## src/hw/rtl/csc_pkg.sv

```systemverilog
// shared types, constants and register codes of the password checksum checker
package csc_pkg;

    localparam int CodeW = 6;
    localparam int ByteW = 8;
    localparam int CfgIdxW = 3;

    localparam logic [ByteW-1:0] POLY_HIGH   = 8'h84;
    localparam logic [ByteW-1:0] POLY_LOW    = 8'h08;
    localparam logic [ByteW-1:0] CARRY_LIMIT = 8'hE5;
    localparam logic [ByteW-1:0] ROTATE_INIT = 8'h01;

    localparam logic [CfgIdxW-1:0] CFG_CHECK_HIGH = 3'd0;
    localparam logic [CfgIdxW-1:0] CFG_CHECK_LOW  = 3'd1;
    localparam logic [CfgIdxW-1:0] CFG_KEY_ADD    = 3'd2;
    localparam logic [CfgIdxW-1:0] CFG_KEY_CHAIN  = 3'd3;
    localparam logic [CfgIdxW-1:0] CFG_KEY_XOR    = 3'd4;
    localparam logic [CfgIdxW-1:0] CFG_KEY_ROTATE = 3'd5;
    localparam logic [CfgIdxW-1:0] CFG_KEY_COUNT  = 3'd6;

    typedef struct packed {
        logic [ByteW-1:0] lfsr_high;
        logic [ByteW-1:0] lfsr_low;
        logic [ByteW-1:0] acc_add;
        logic [ByteW-1:0] acc_chain;
        logic [ByteW-1:0] acc_xor;
        logic [ByteW-1:0] acc_rotate;
        logic [ByteW-1:0] acc_count;
    } t_state;

    localparam t_state STATE_INIT = '{
        lfsr_high:  8'h00,
        lfsr_low:   8'h00,
        acc_add:    8'h00,
        acc_chain:  8'h00,
        acc_xor:    8'h00,
        acc_rotate: ROTATE_INIT,
        acc_count:  8'h00
    };

endpackage

```

## src/hw/rtl/csc_char_if.sv

```systemverilog
// input channel: one character code word per handshake
interface csc_char_if
    import csc_pkg::*;
();
    logic             valid;
    logic             ready;
    logic [CodeW-1:0] char_code;
    logic             last;

    modport source (output valid, output char_code, output last, input ready);
    modport sink   (input valid, input char_code, input last, output ready);
endinterface

```

## src/hw/rtl/csc_res_if.sv

```systemverilog
// result channel: final checksum bytes and match flags per password
interface csc_res_if
    import csc_pkg::*;
();
    logic             valid;
    logic             ready;
    logic [ByteW-1:0] crc_high;
    logic [ByteW-1:0] crc_low;
    logic [ByteW-1:0] add_sum;
    logic [ByteW-1:0] chain_sum;
    logic [ByteW-1:0] xor_sum;
    logic [ByteW-1:0] rotate_sum;
    logic [ByteW-1:0] count_sum;
    logic             check_match;
    logic             key_match;

    modport source (output valid, output crc_high, output crc_low, output add_sum,
                    output chain_sum, output xor_sum, output rotate_sum,
                    output count_sum, output check_match, output key_match,
                    input ready);
    modport sink   (input valid, input crc_high, input crc_low, input add_sum,
                    input chain_sum, input xor_sum, input rotate_sum,
                    input count_sum, input check_match, input key_match,
                    output ready);
endinterface

```

## src/hw/rtl/csc_cfg.sv

```systemverilog
// configuration registers: check bytes and key sums
module csc_cfg
    import csc_pkg::*;
(
    input  logic               i_clk,
    input  logic               i_rst_n,
    input  logic               i_cfg_we,
    input  logic [CfgIdxW-1:0] i_cfg_idx,
    input  logic [ByteW-1:0]   i_cfg_data,
    output t_state             o_target
);

    t_state r_target;
    t_state n_target;

    always_comb begin
        n_target = r_target;
        if (i_cfg_we) begin
            unique case (i_cfg_idx)
                CFG_CHECK_HIGH: n_target.lfsr_high  = i_cfg_data;
                CFG_CHECK_LOW:  n_target.lfsr_low   = i_cfg_data;
                CFG_KEY_ADD:    n_target.acc_add    = i_cfg_data;
                CFG_KEY_CHAIN:  n_target.acc_chain  = i_cfg_data;
                CFG_KEY_XOR:    n_target.acc_xor    = i_cfg_data;
                CFG_KEY_ROTATE: n_target.acc_rotate = i_cfg_data;
                CFG_KEY_COUNT:  n_target.acc_count  = i_cfg_data;
                default:        n_target = r_target;
            endcase
        end
    end

    always_ff @(posedge i_clk) begin
        if (!i_rst_n) begin
            r_target <= '0;
        end else begin
            r_target <= n_target;
        end
    end

    assign o_target = r_target;

endmodule

```

## src/hw/rtl/csc_update.sv

```systemverilog
// one character step: 16-bit shift register fold over two bytes and carry-chained sums
module csc_update
    import csc_pkg::*;
(
    input  t_state           i_state,
    input  logic [CodeW-1:0] i_code,
    output t_state           o_state
);

    logic [ByteW-1:0] code8;
    logic [ByteW-1:0] hi;
    logic [ByteW-1:0] lo;
    logic             out_hi;
    logic             out_lo;
    logic             c0;
    logic             c3;
    logic [ByteW:0]   s_add;
    logic [ByteW:0]   s_chain;
    logic [ByteW:0]   s_rot;
    logic [ByteW-1:0] rot;
    logic [3:0]       pop;

    assign code8 = {{(ByteW-CodeW){1'b0}}, i_code};

    // msb first over all eight bits of the code
    always_comb begin
        hi = i_state.lfsr_high;
        lo = i_state.lfsr_low;
        out_hi = 1'b0;
        out_lo = 1'b0;
        for (int b = ByteW - 1; b >= 0; b--) begin
            out_hi = hi[0];
            out_lo = lo[0];
            hi = {code8[b], hi[ByteW-1:1]};
            lo = {out_hi, lo[ByteW-1:1]};
            if (out_lo) begin
                hi = hi ^ POLY_HIGH;
                lo = lo ^ POLY_LOW;
            end
        end
    end

    always_comb begin
        pop = '0;
        for (int b = 0; b < CodeW; b++) begin
            pop = pop + {3'b000, i_code[b]};
        end
    end

    assign c0      = (hi >= CARRY_LIMIT);
    assign s_add   = {1'b0, code8} + {1'b0, i_state.acc_add} + {{ByteW{1'b0}}, c0};
    assign s_chain = {1'b0, i_state.acc_chain} + {1'b0, lo} + {{ByteW{1'b0}}, s_add[ByteW]};
    assign rot     = {s_chain[ByteW], i_state.acc_rotate[ByteW-1:1]};
    assign c3      = i_state.acc_rotate[0];
    assign s_rot   = {1'b0, rot} + {1'b0, code8} + {{ByteW{1'b0}}, c3};

    always_comb begin
        o_state.lfsr_high  = hi;
        o_state.lfsr_low   = lo;
        o_state.acc_add    = s_add[ByteW-1:0];
        o_state.acc_chain  = s_chain[ByteW-1:0];
        o_state.acc_xor    = i_state.acc_xor ^ code8;
        o_state.acc_rotate = s_rot[ByteW-1:0];
        o_state.acc_count  = i_state.acc_count + {{(ByteW-1){1'b0}}, s_rot[ByteW]}
                             + {4'b0000, pop};
    end

endmodule

```

## src/hw/rtl/password_checksum_checker_top.sv

```systemverilog
// top level of the password checksum checker
//
//  channel  | dir | word contents                                   | handshake
//  i_char   | in  | char_code[5:0], last                            | valid/ready
//  o_res    | out | seven checksum bytes, check_match, key_match    | valid/ready
//  i_cfg_*  | in  | write enable, index[2:0], data[7:0]             | write only
//
// one character word per cycle sustained unless a last word waits on a full result register;
// a result word is valid once the last word has passed the input register and the result
// register around the combinational update logic
// the input register holds a last word only while the result register is full
// reset is synchronous; it loads the initial running sums and clears the config registers
module password_checksum_checker_top
    import csc_pkg::*;
(
    input  logic               i_clk,
    input  logic               i_rst_n,
    csc_char_if.sink           i_char,
    csc_res_if.source          o_res,
    input  logic               i_cfg_we,
    input  logic [CfgIdxW-1:0] i_cfg_idx,
    input  logic [ByteW-1:0]   i_cfg_data
);

    logic             r_in_valid;
    logic [CodeW-1:0] r_in_code;
    logic             r_in_last;
    t_state           r_state;
    t_state           n_state;
    t_state           upd_state;
    t_state           target;
    logic             r_out_valid;
    t_state           r_out;
    logic             r_check_match;
    logic             r_key_match;
    logic             out_free;
    logic             fire;

    csc_cfg u_cfg (
        .i_clk      (i_clk),
        .i_rst_n    (i_rst_n),
        .i_cfg_we   (i_cfg_we),
        .i_cfg_idx  (i_cfg_idx),
        .i_cfg_data (i_cfg_data),
        .o_target   (target)
    );

    csc_update u_update (
        .i_state (r_state),
        .i_code  (r_in_code),
        .o_state (upd_state)
    );

    assign out_free     = !r_out_valid || o_res.ready;
    assign fire         = r_in_valid && (!r_in_last || out_free);
    assign i_char.ready = !r_in_valid || fire;

    always_comb begin
        n_state = r_state;
        if (fire) begin
            n_state = r_in_last ? STATE_INIT : upd_state;
        end
    end

    always_ff @(posedge i_clk) begin
        if (!i_rst_n) begin
            r_in_valid  <= 1'b0;
            r_out_valid <= 1'b0;
            r_state     <= STATE_INIT;
        end else begin
            r_state <= n_state;
            if (i_char.ready) begin
                r_in_valid <= i_char.valid;
            end
            if (fire && r_in_last) begin
                r_out_valid <= 1'b1;
            end else if (o_res.ready) begin
                r_out_valid <= 1'b0;
            end
        end
    end

    always_ff @(posedge i_clk) begin
        if (i_char.valid && i_char.ready) begin
            r_in_code <= i_char.char_code;
            r_in_last <= i_char.last;
        end
        if (fire && r_in_last) begin
            r_out         <= upd_state;
            r_check_match <= (upd_state.lfsr_high == target.lfsr_high)
                             && (upd_state.lfsr_low == target.lfsr_low);
            r_key_match   <= (upd_state.acc_add == target.acc_add)
                             && (upd_state.acc_chain == target.acc_chain)
                             && (upd_state.acc_xor == target.acc_xor)
                             && (upd_state.acc_rotate == target.acc_rotate)
                             && (upd_state.acc_count == target.acc_count);
        end
    end

    assign o_res.valid       = r_out_valid;
    assign o_res.crc_high    = r_out.lfsr_high;
    assign o_res.crc_low     = r_out.lfsr_low;
    assign o_res.add_sum     = r_out.acc_add;
    assign o_res.chain_sum   = r_out.acc_chain;
    assign o_res.xor_sum     = r_out.acc_xor;
    assign o_res.rotate_sum  = r_out.acc_rotate;
    assign o_res.count_sum   = r_out.acc_count;
    assign o_res.check_match = r_check_match;
    assign o_res.key_match   = r_key_match;

endmodule

```

## src/flat_wrapper.sv

```systemverilog
// flat-port wrapper written by rule: the top's interface ports become plain ports
module password_checksum_checker_top_flat import csc_pkg::*;
  (i_clk, i_rst_n, i_cfg_we, i_cfg_idx, i_cfg_data, i_char_valid, i_char_char_code, i_char_last, i_char_ready, o_res_valid, o_res_crc_high, o_res_crc_low, o_res_add_sum, o_res_chain_sum, o_res_xor_sum, o_res_rotate_sum, o_res_count_sum, o_res_check_match, o_res_key_match, o_res_ready);
  csc_char_if i_char_i ();
  csc_res_if o_res_i ();
  input  logic i_clk;
  input  logic i_rst_n;
  input  logic i_cfg_we;
  input  logic [CfgIdxW-1:0] i_cfg_idx;
  input  logic [ByteW-1:0] i_cfg_data;
  input wire logic [$bits(i_char_i.valid)-1:0] i_char_valid;
  input wire logic [$bits(i_char_i.char_code)-1:0] i_char_char_code;
  input wire logic [$bits(i_char_i.last)-1:0] i_char_last;
  output wire logic [$bits(i_char_i.ready)-1:0] i_char_ready;
  output wire logic [$bits(o_res_i.valid)-1:0] o_res_valid;
  output wire logic [$bits(o_res_i.crc_high)-1:0] o_res_crc_high;
  output wire logic [$bits(o_res_i.crc_low)-1:0] o_res_crc_low;
  output wire logic [$bits(o_res_i.add_sum)-1:0] o_res_add_sum;
  output wire logic [$bits(o_res_i.chain_sum)-1:0] o_res_chain_sum;
  output wire logic [$bits(o_res_i.xor_sum)-1:0] o_res_xor_sum;
  output wire logic [$bits(o_res_i.rotate_sum)-1:0] o_res_rotate_sum;
  output wire logic [$bits(o_res_i.count_sum)-1:0] o_res_count_sum;
  output wire logic [$bits(o_res_i.check_match)-1:0] o_res_check_match;
  output wire logic [$bits(o_res_i.key_match)-1:0] o_res_key_match;
  input wire logic [$bits(o_res_i.ready)-1:0] o_res_ready;
  assign i_char_i.valid = i_char_valid;
  assign i_char_i.char_code = i_char_char_code;
  assign i_char_i.last = i_char_last;
  assign i_char_ready = i_char_i.ready;
  assign o_res_valid = o_res_i.valid;
  assign o_res_crc_high = o_res_i.crc_high;
  assign o_res_crc_low = o_res_i.crc_low;
  assign o_res_add_sum = o_res_i.add_sum;
  assign o_res_chain_sum = o_res_i.chain_sum;
  assign o_res_xor_sum = o_res_i.xor_sum;
  assign o_res_rotate_sum = o_res_i.rotate_sum;
  assign o_res_count_sum = o_res_i.count_sum;
  assign o_res_check_match = o_res_i.check_match;
  assign o_res_key_match = o_res_i.key_match;
  assign o_res_i.ready = o_res_ready;
  password_checksum_checker_top u_core (.i_clk(i_clk), .i_rst_n(i_rst_n), .i_char(i_char_i), .o_res(o_res_i), .i_cfg_we(i_cfg_we), .i_cfg_idx(i_cfg_idx), .i_cfg_data(i_cfg_data));
endmodule
```

## config.mk

```make
export PLATFORM = sky130hd
export DESIGN_NAME = password_checksum_checker_top_flat
export DESIGN_NICKNAME = d
export VERILOG_FILES = /design/src/hw/rtl/csc_pkg.sv /design/src/hw/rtl/csc_char_if.sv /design/src/hw/rtl/csc_res_if.sv /design/src/hw/rtl/csc_cfg.sv /design/src/hw/rtl/csc_update.sv /design/src/hw/rtl/password_checksum_checker_top.sv /design/src/flat_wrapper.sv
export SDC_FILE = /design/constraint.sdc
export NUM_CORES = 1
export LEC_CHECK = 0
export BUFFER_PORTS_ARGS = -buffer_cell sky130_fd_sc_hd__buf_2
export CAP_MARGIN = 15
export CORE_MARGIN = 2
export CORE_UTILIZATION = 38
export DETAILED_ROUTE_END_ITERATION = 8
export HOLD_SLACK_MARGIN = 0.15
export PLACE_DENSITY = 0.58
export SLEW_MARGIN = 25
export SYNTH_ARGS = -nofsm -noshare
export SYNTH_HDL_FRONTEND = slang
export SYNTH_SLANG_ARGS = --single-unit
```

## constraint.sdc

```tcl
create_clock -name i_clk -period 9.2 [get_ports i_clk]
set_clock_uncertainty 0.1 [all_clocks]
set_input_delay 0.92 -clock i_clk [delete_from_list [all_inputs] [get_ports i_clk]]
set_output_delay 0.92 -clock i_clk [all_outputs]
set_load 0.02 [all_outputs]
```

# Yosys cells after proc, flatten, opt, wreduce, memory -nomap -nowiden
# Index checks and enable logic that the tools add are counted.
# op_classes
addsub,13
bitwise,17
mux,19
n_lt_le_gt_ge,1
reduce_logical,23
eq_ne,13
# ops
op,n
$mux W8,8
$eq A8 B8 Y1,7
$mux W56,1
$mux W4,8
$add A9 B1 Y9,3
$reduce_and A2 Y1,7
$not A2 Y2,6
$add A6 B8 Y9,1
$add A8 B6 Y9,1
$add A8 B8 Y9,1
$eq A3 B3 Y1 const B,3
$add A4 B1 Y4,2
$add A8 B1 Y8,1
$add A8 B4 Y8,1
$ge A8 B8 Y1 const B,1
$logic_and A1 B1 Y1,8
$not A1 Y1,8
$xor A8 B6 Y8,1
$eq A3 B2 Y1 const B,2
$add A3 B1 Y4,1
$not A1 Y2,2
$add A2 B1 Y3,1
$eq A3 B1 Y1 const B,1
$logic_not A1 Y1,3
5 further kinds,8
# word_totals
elab_cells,113
register_bits,179
input_bits,23

# Depth between registers and ports, before layout
# depth
word_depth,25
depth_mapped,35
depth_no_buf,34

# Hierarchy
# Synthesis repeated with hierarchy kept, for this count alone.
# unflattened
cells_unflattened,711
area_unflattened_um2,8200.4
# by_module_without_submodules
mod,area_each_um2,instances,cells_each
password_checksum_checker_top,4669.5,1,337
csc_cfg,2063.2,1,197
csc_update,1467.7,1,177

# Worst setup path after synthesis
# OpenSTA, ideal clock, no wires.
# synth_timing
path_kind,reg-to-reg
from,register u_core.r_in_code[5]
to,register u_core.r_key_match (netlist: u_core.o_res.key_match) (data pin)
setup_time_ns,0.176
path_buffers,1
setup_slack_ns,0.986
synth_period_minus_slack_ns,8.214
stages_incl_launch_ff,36
arrival_ns,7.938
cell_sequence,edfxtp_1 -> clkbuf_1 -> xnor2_1 -> xnor2_1 -> o21ai_0 -> nand2_1 -> nand4_1 -> fa_1 -> fa_1 -> nor2b_1 -> o311a_1 -> o21ai_0 -> nand2b_1 -> and3_1 -> fa_1 -> fa_1 -> a21oi_1 -> o211ai_1 -> o21ai_0 -> nand2b_1 -> a21oi_1 -> nand3b_1 -> fa_1 -> fa_1 -> fa_1 -> inv_1 -> ha_1 -> fa_1 -> a21o_1 -> a21oi_2 -> o32ai_1 -> a2111oi_1 -> o2111ai_1 -> nor4_1 -> nand4_1 -> nor4_1
# synth_between
elab_chain_len,17
elab_cells_between_ends,27
classes_between,8 x add/sub; 1 x order compare; 5 x eq/ne; 6 x mux; 3 x bitwise; 4 x reduce/logical
# synth_lines
element,line_no,text
from (decl),password_checksum_checker_top.sv:26,logic [CodeW-1:0] r_in_code;
from (signal assigned),password_checksum_checker_top.sv:85,r_in_code <= i_char.char_code;
$not A2 Y2 (no source line),-,
$mux W8 * (5 in series),csc_update.sv:36,if (out_lo) begin
$not A2 Y2 (no source line),-,
$mux W8 *,csc_update.sv:36,
named net u_core.u_update.hi[2],csc_update.sv:11,logic [ByteW-1:0] hi;
$ge A8 B8 Y1 *,csc_update.sv:50,assign c0 = (hi >= CARRY_LIMIT);
$add A9 B1 Y9 *,csc_update.sv:51,"assign s_add = {1'b0, code8} + {1'b0, i_state.acc_add} + {{ByteW{1'b0}}, c0};"
$add A9 B1 Y9,csc_update.sv:52,"assign s_chain = {1'b0, i_state.acc_chain} + {1'b0, lo} + {{ByteW{1'b0}}, s_add[ByteW]};"
$add A8 B6 Y9,csc_update.sv:55,"assign s_rot = {1'b0, rot} + {1'b0, code8} + {{ByteW{1'b0}}, c3};"
$add A9 B1 Y9,csc_update.sv:55,
$add A8 B1 Y8,csc_update.sv:64,"o_state.acc_count = i_state.acc_count + {{(ByteW-1){1'b0}}, s_rot[ByteW]}"
$add A8 B4 Y8,csc_update.sv:65,"+ {4'b0000, pop};"
$eq A8 B8 Y1,password_checksum_checker_top.sv:96,&& (upd_state.acc_count == target.acc_count);
$logic_and A1 B1 Y1 *,password_checksum_checker_top.sv:96,
to (signal assigned),password_checksum_checker_top.sv:92,r_key_match <= (upd_state.acc_add == target.acc_add)
to (decl),password_checksum_checker_top.sv:35,logic r_key_match;
# The timed path passes the listed nets; every way through them passes the cells marked *.
# A chain may end at the register's enable or synchronous reset.

# Final worst setup path
# layout_timing
from,register u_core.r_state[46] (netlist bit)
to,register u_core.r_key_match (netlist: u_core.o_res.key_match) (data pin)
# layout_between
elab_chain_len,16
elab_cells_between_ends,25
classes_between,7 x add/sub; 1 x order compare; 4 x eq/ne; 8 x mux; 1 x bitwise; 4 x reduce/logical
# layout_lines
element,line_no,text
from (decl),password_checksum_checker_top.sv:28,t_state r_state;
from (signal assigned),password_checksum_checker_top.sv:71,r_state <= n_state;
$not A1 Y1 (no source line),-,
$mux W4 * (4 in series),csc_update.sv:36,
$mux W8 * (2 in series),csc_update.sv:36,
named net u_core.u_update.hi[6],csc_update.sv:11,
$ge A8 B8 Y1 *,csc_update.sv:50,
$add A9 B1 Y9 *,csc_update.sv:51,
$add A9 B1 Y9,csc_update.sv:52,
$add A8 B6 Y9,csc_update.sv:55,
$add A9 B1 Y9,csc_update.sv:55,
$add A8 B1 Y8,csc_update.sv:64,
$add A8 B4 Y8,csc_update.sv:65,
$eq A8 B8 Y1,password_checksum_checker_top.sv:96,
$logic_and A1 B1 Y1 *,password_checksum_checker_top.sv:96,
# Marks and branches as above.

==> impl_metrics.toml <==
[die]
num_rows = 55
core_area_mm2 = 0.02264
die_y_um = 155.8
die_area_mm2 = 0.02427
die-width_um = 155.8
ioPinCount = 83
start_util_pct = 38.66

[timing]
tightest_slew_ns = 1.008
final_max_slew_viol_count = 0
hold_viol = 0
fin_crit_ns = 8.625
finalSetupViolCount = 0
fmax_mhz = 115.9
fin_crit_sh_pct = 93.75
relSlewSlack_pct = 32.78

[worst_setup_path]
endpoint_kind = "flop"
cp.required_ns = 9.35
slowest_stage = "fa_1"
startpoint_type = "flop"
cp_common_cell = "fa_1"
cp.arrival_ns = 8.77
crit_fanout = 5
slowest_delay_ns = 0.56
critPathKind = "flop to flop"

[logic_synthesis]
synth_cells = 889
synth_top_area_share_pct = 25.61
synth_common_cells = "150 x nand2_1, 112 x dfxtp_1, 67 x a21boi_0"
avgSynthCellArea_um2 = 9.846
yosysTopAreaCell = "dfxtp_1"
synth_area_mm2 = 0.008753
synth-main-ff-cell = "dfxtp_1"
yosysWarningCount = 0
yosys_register_bits = 175
synthArstFlopShare_pct = 0
synth.most_common_cell = "nand2_1"
synthTopCellsByArea = "dfxtp_1 26%, edfxtp_1 22%, nand2_1 6.4%, xnor2_1 5.9%, a21boi_0 5.7%"
synth_edf_count = 63
seq_area_frac_synth_pct = 47.23
post_synth_num_cell_types = 64

[place]
place_congestion = 0.9409
place_inst = 1233
dp_hpwl_mm = 18.53
io_buffer_count = 80

[pwr]
p_clk_share_pct = 41.5
ir_worst_vdd_mv = 0.09884
p_switching_mw = 0.5027
seq_power_share_pct = 46.3
switching_share_pct = 27.67
leakagePower_nw = 3.914
powerDensity_mw_per_mm2 = 177.3
internal-power_mw = 1.314
combPwrFrac_pct = 12.2
p_total_mw = 1.817

[layout]
drive_above_1_share_pct = 16.97
n_antenna_cell = 0
syn2layout_area_growth_pct = 17.07
final_cells = 1269
fillCellCount = 2168
final_nets = 1028

[detailed_routing]
drt-initial-drc-count = 379
wl_per_cell_um = 19.82
drc = 0
firstDrtPassIters = 5
routed_wirelength_mm = 25.16
vias_per_cell = 5.333
vias = 6768
final_antenna_net_count = 0

[global_routing]
grt_overflow = 0
grt_max_degree = 113
grt_pass1_vias = 6211
grt_first_pass_wirelength_mm = 38.00
grt_use_total_pct = 21.05
antenna_found_initial = 1

[cts]
clockBufferDepth = 2
cts_inserted_buffers = 17
clock_tree.root_cell = "clkbuf_16"
clk_pin_slew_ns = 0.08
htree_levels = 4
clkLatencyLatePin_ns = 0.43
tritoncts = "yes"
cts_sinks = 175
cts_hold_buffers = 0

[hold_path]
hold_class = "flop to flop"

[outcome]
status = "finished, final reports clean"

[job]
cap_violations = 0
flip-flops by register name (all words and copies together), names as in the netlist:
register / cells
u_core.o_res.chain_sum: 8
u_core.o_res.crc_low: 8
u_core.o_res.xor_sum: 6
u_core.o_res.check_match: 1
u_core.o_res.add_sum: 8
u_core.r_in_last: 1
u_core.u_cfg.o_target: 56
u_core.o_res.valid: 1
u_core.o_res.count_sum: 8
u_core.o_res.key_match: 1
u_core.r_in_valid: 1
u_core.r_in_code: 6
u_core.r_state: 54
u_core.o_res.crc_high: 8
u_core.o_res.rotate_sum: 8
what timing repair did:
action                                 in CTS  in global routing
resized for setup                           1                 18
setup endpoints to repair                   1                  1
pin swaps                                   0                  7
setup buffers                               0                  4
endpoints found under the hold margin       0                  0
routing by layer:
layer / global-route usage, % / vias up / share of wire, %
met5: 0 / - / 0
li1: - / 3253 / -
met2: 30.62 / 207 / 43
met3: 3.306 / 35 / 5.1
met4: 7.471 / 0 / 2.5
met1: 31.55 / 3273 / 49
power by group through the flow:
stage	clock [mW]	combinational [mW]	sequential, mW
floorplan	0	0.133	0.865
global route	0.802	0.241	0.842
detailed placement	0	0.217	0.858
CTS	0.765	0.218	0.840
global placement	0	0.215	0.858
finish	0.754	0.222	0.840
path summary, 6_finish.rpt:
check	from	to	slack [ns]	depth (start not counted)
min reg2reg	u_core.r_state[0]	u_core.r_state[0]	0.37	2
max	u_core.r_state[46]	u_core.o_res.key_match	0.58	32
min	u_core.r_state[0]	u_core.r_state[0]	0.37	2
max reg2reg	u_core.r_state[46]	u_core.o_res.key_match	0.58	32
through the flow:
| stage | setup slack (ns) | util, % | hold WS [ns] | instance area, um^2 | TNS [ns] |
|---|---|---|---|---|---|
| after floorplan | 0.9856 | - | 0.3410 | 8757 | 0 |
| after global placement | 0.3414 | 41.85 | 0.3579 | 9475 | 0 |
| after CTS | 0.1021 | 44.60 | 0.3692 | 10100 | 0 |
| after detailed placement | 0.02026 | 41.88 | 0.3613 | 9482 | 0 |
| after global routing | -0.002577 | 45.26 | 0.3867 | 10250 | -0.002577 |
| final | 0.5752 | 45.26 | 0.3674 | 10250 | 0 |
cells in the final DEF (no fill, tap or decap), drive strengths merged, types with 3 or more instances in the layout:
cell type	instances
nand3b	3
nand4	7
and3	5
nand2	150
ha	24
a2111oi	4
a21o	3
a21oi	26
dfxtp	112
xnor2	59
clkbuf	18
nor2	33
o2111ai	4
xor2	39
and2	10
or2	3
clkinv	3
nor4	13
edfxtp	63
fa	10
nor3	14
o21a	4
a22oi	28
inv	40
nor2b	42
a21boi	67
o21ai	29
xnor3	3
nand3	22
buf	103
nand2b	7
worst max-delay path: cells and delay by family, from the launching register on:
| family | cells | cell delay (ns) |
|---|---|---|
| xor+xnor | 3 | 0.73 |
| simple gates | 10 | 1.99 |
| buf+inv | 1 | 0.06 |
| fa+ha+maj | 9 | 3.76 |
| compound gates | 9 | 1.36 |
| flops | 1 | 0.44 |
cell type report:
type	count	area, um^2	share of cell area [%]
Clock buffer	18	450.4	4.396
Timing Repair Buffer	103	573.1	5.592
Clock inverter	14	157.7	1.538
Sequential cell	175	4138	40.38
Tap cell	285	356.6	3.480
Multi-Input combinational cell	644	4459	43.52
Inverter	30	112.6	1.099
kinds of logic after synthesis:
kind of cell	Yosys count	synth area share [%]
and+or+nand+nor	316	17.22
AOI/OAI and AO/OA	186	14.81
DFF	175	47.23
xor gates and xnor gates	103	11.12
buffers and inverters	71	3.502
adders and majority gates	34	5.718
muxes	3	0.3573
other	1	0.04284
Note: power is estimated with default switching activity, not from simulation.
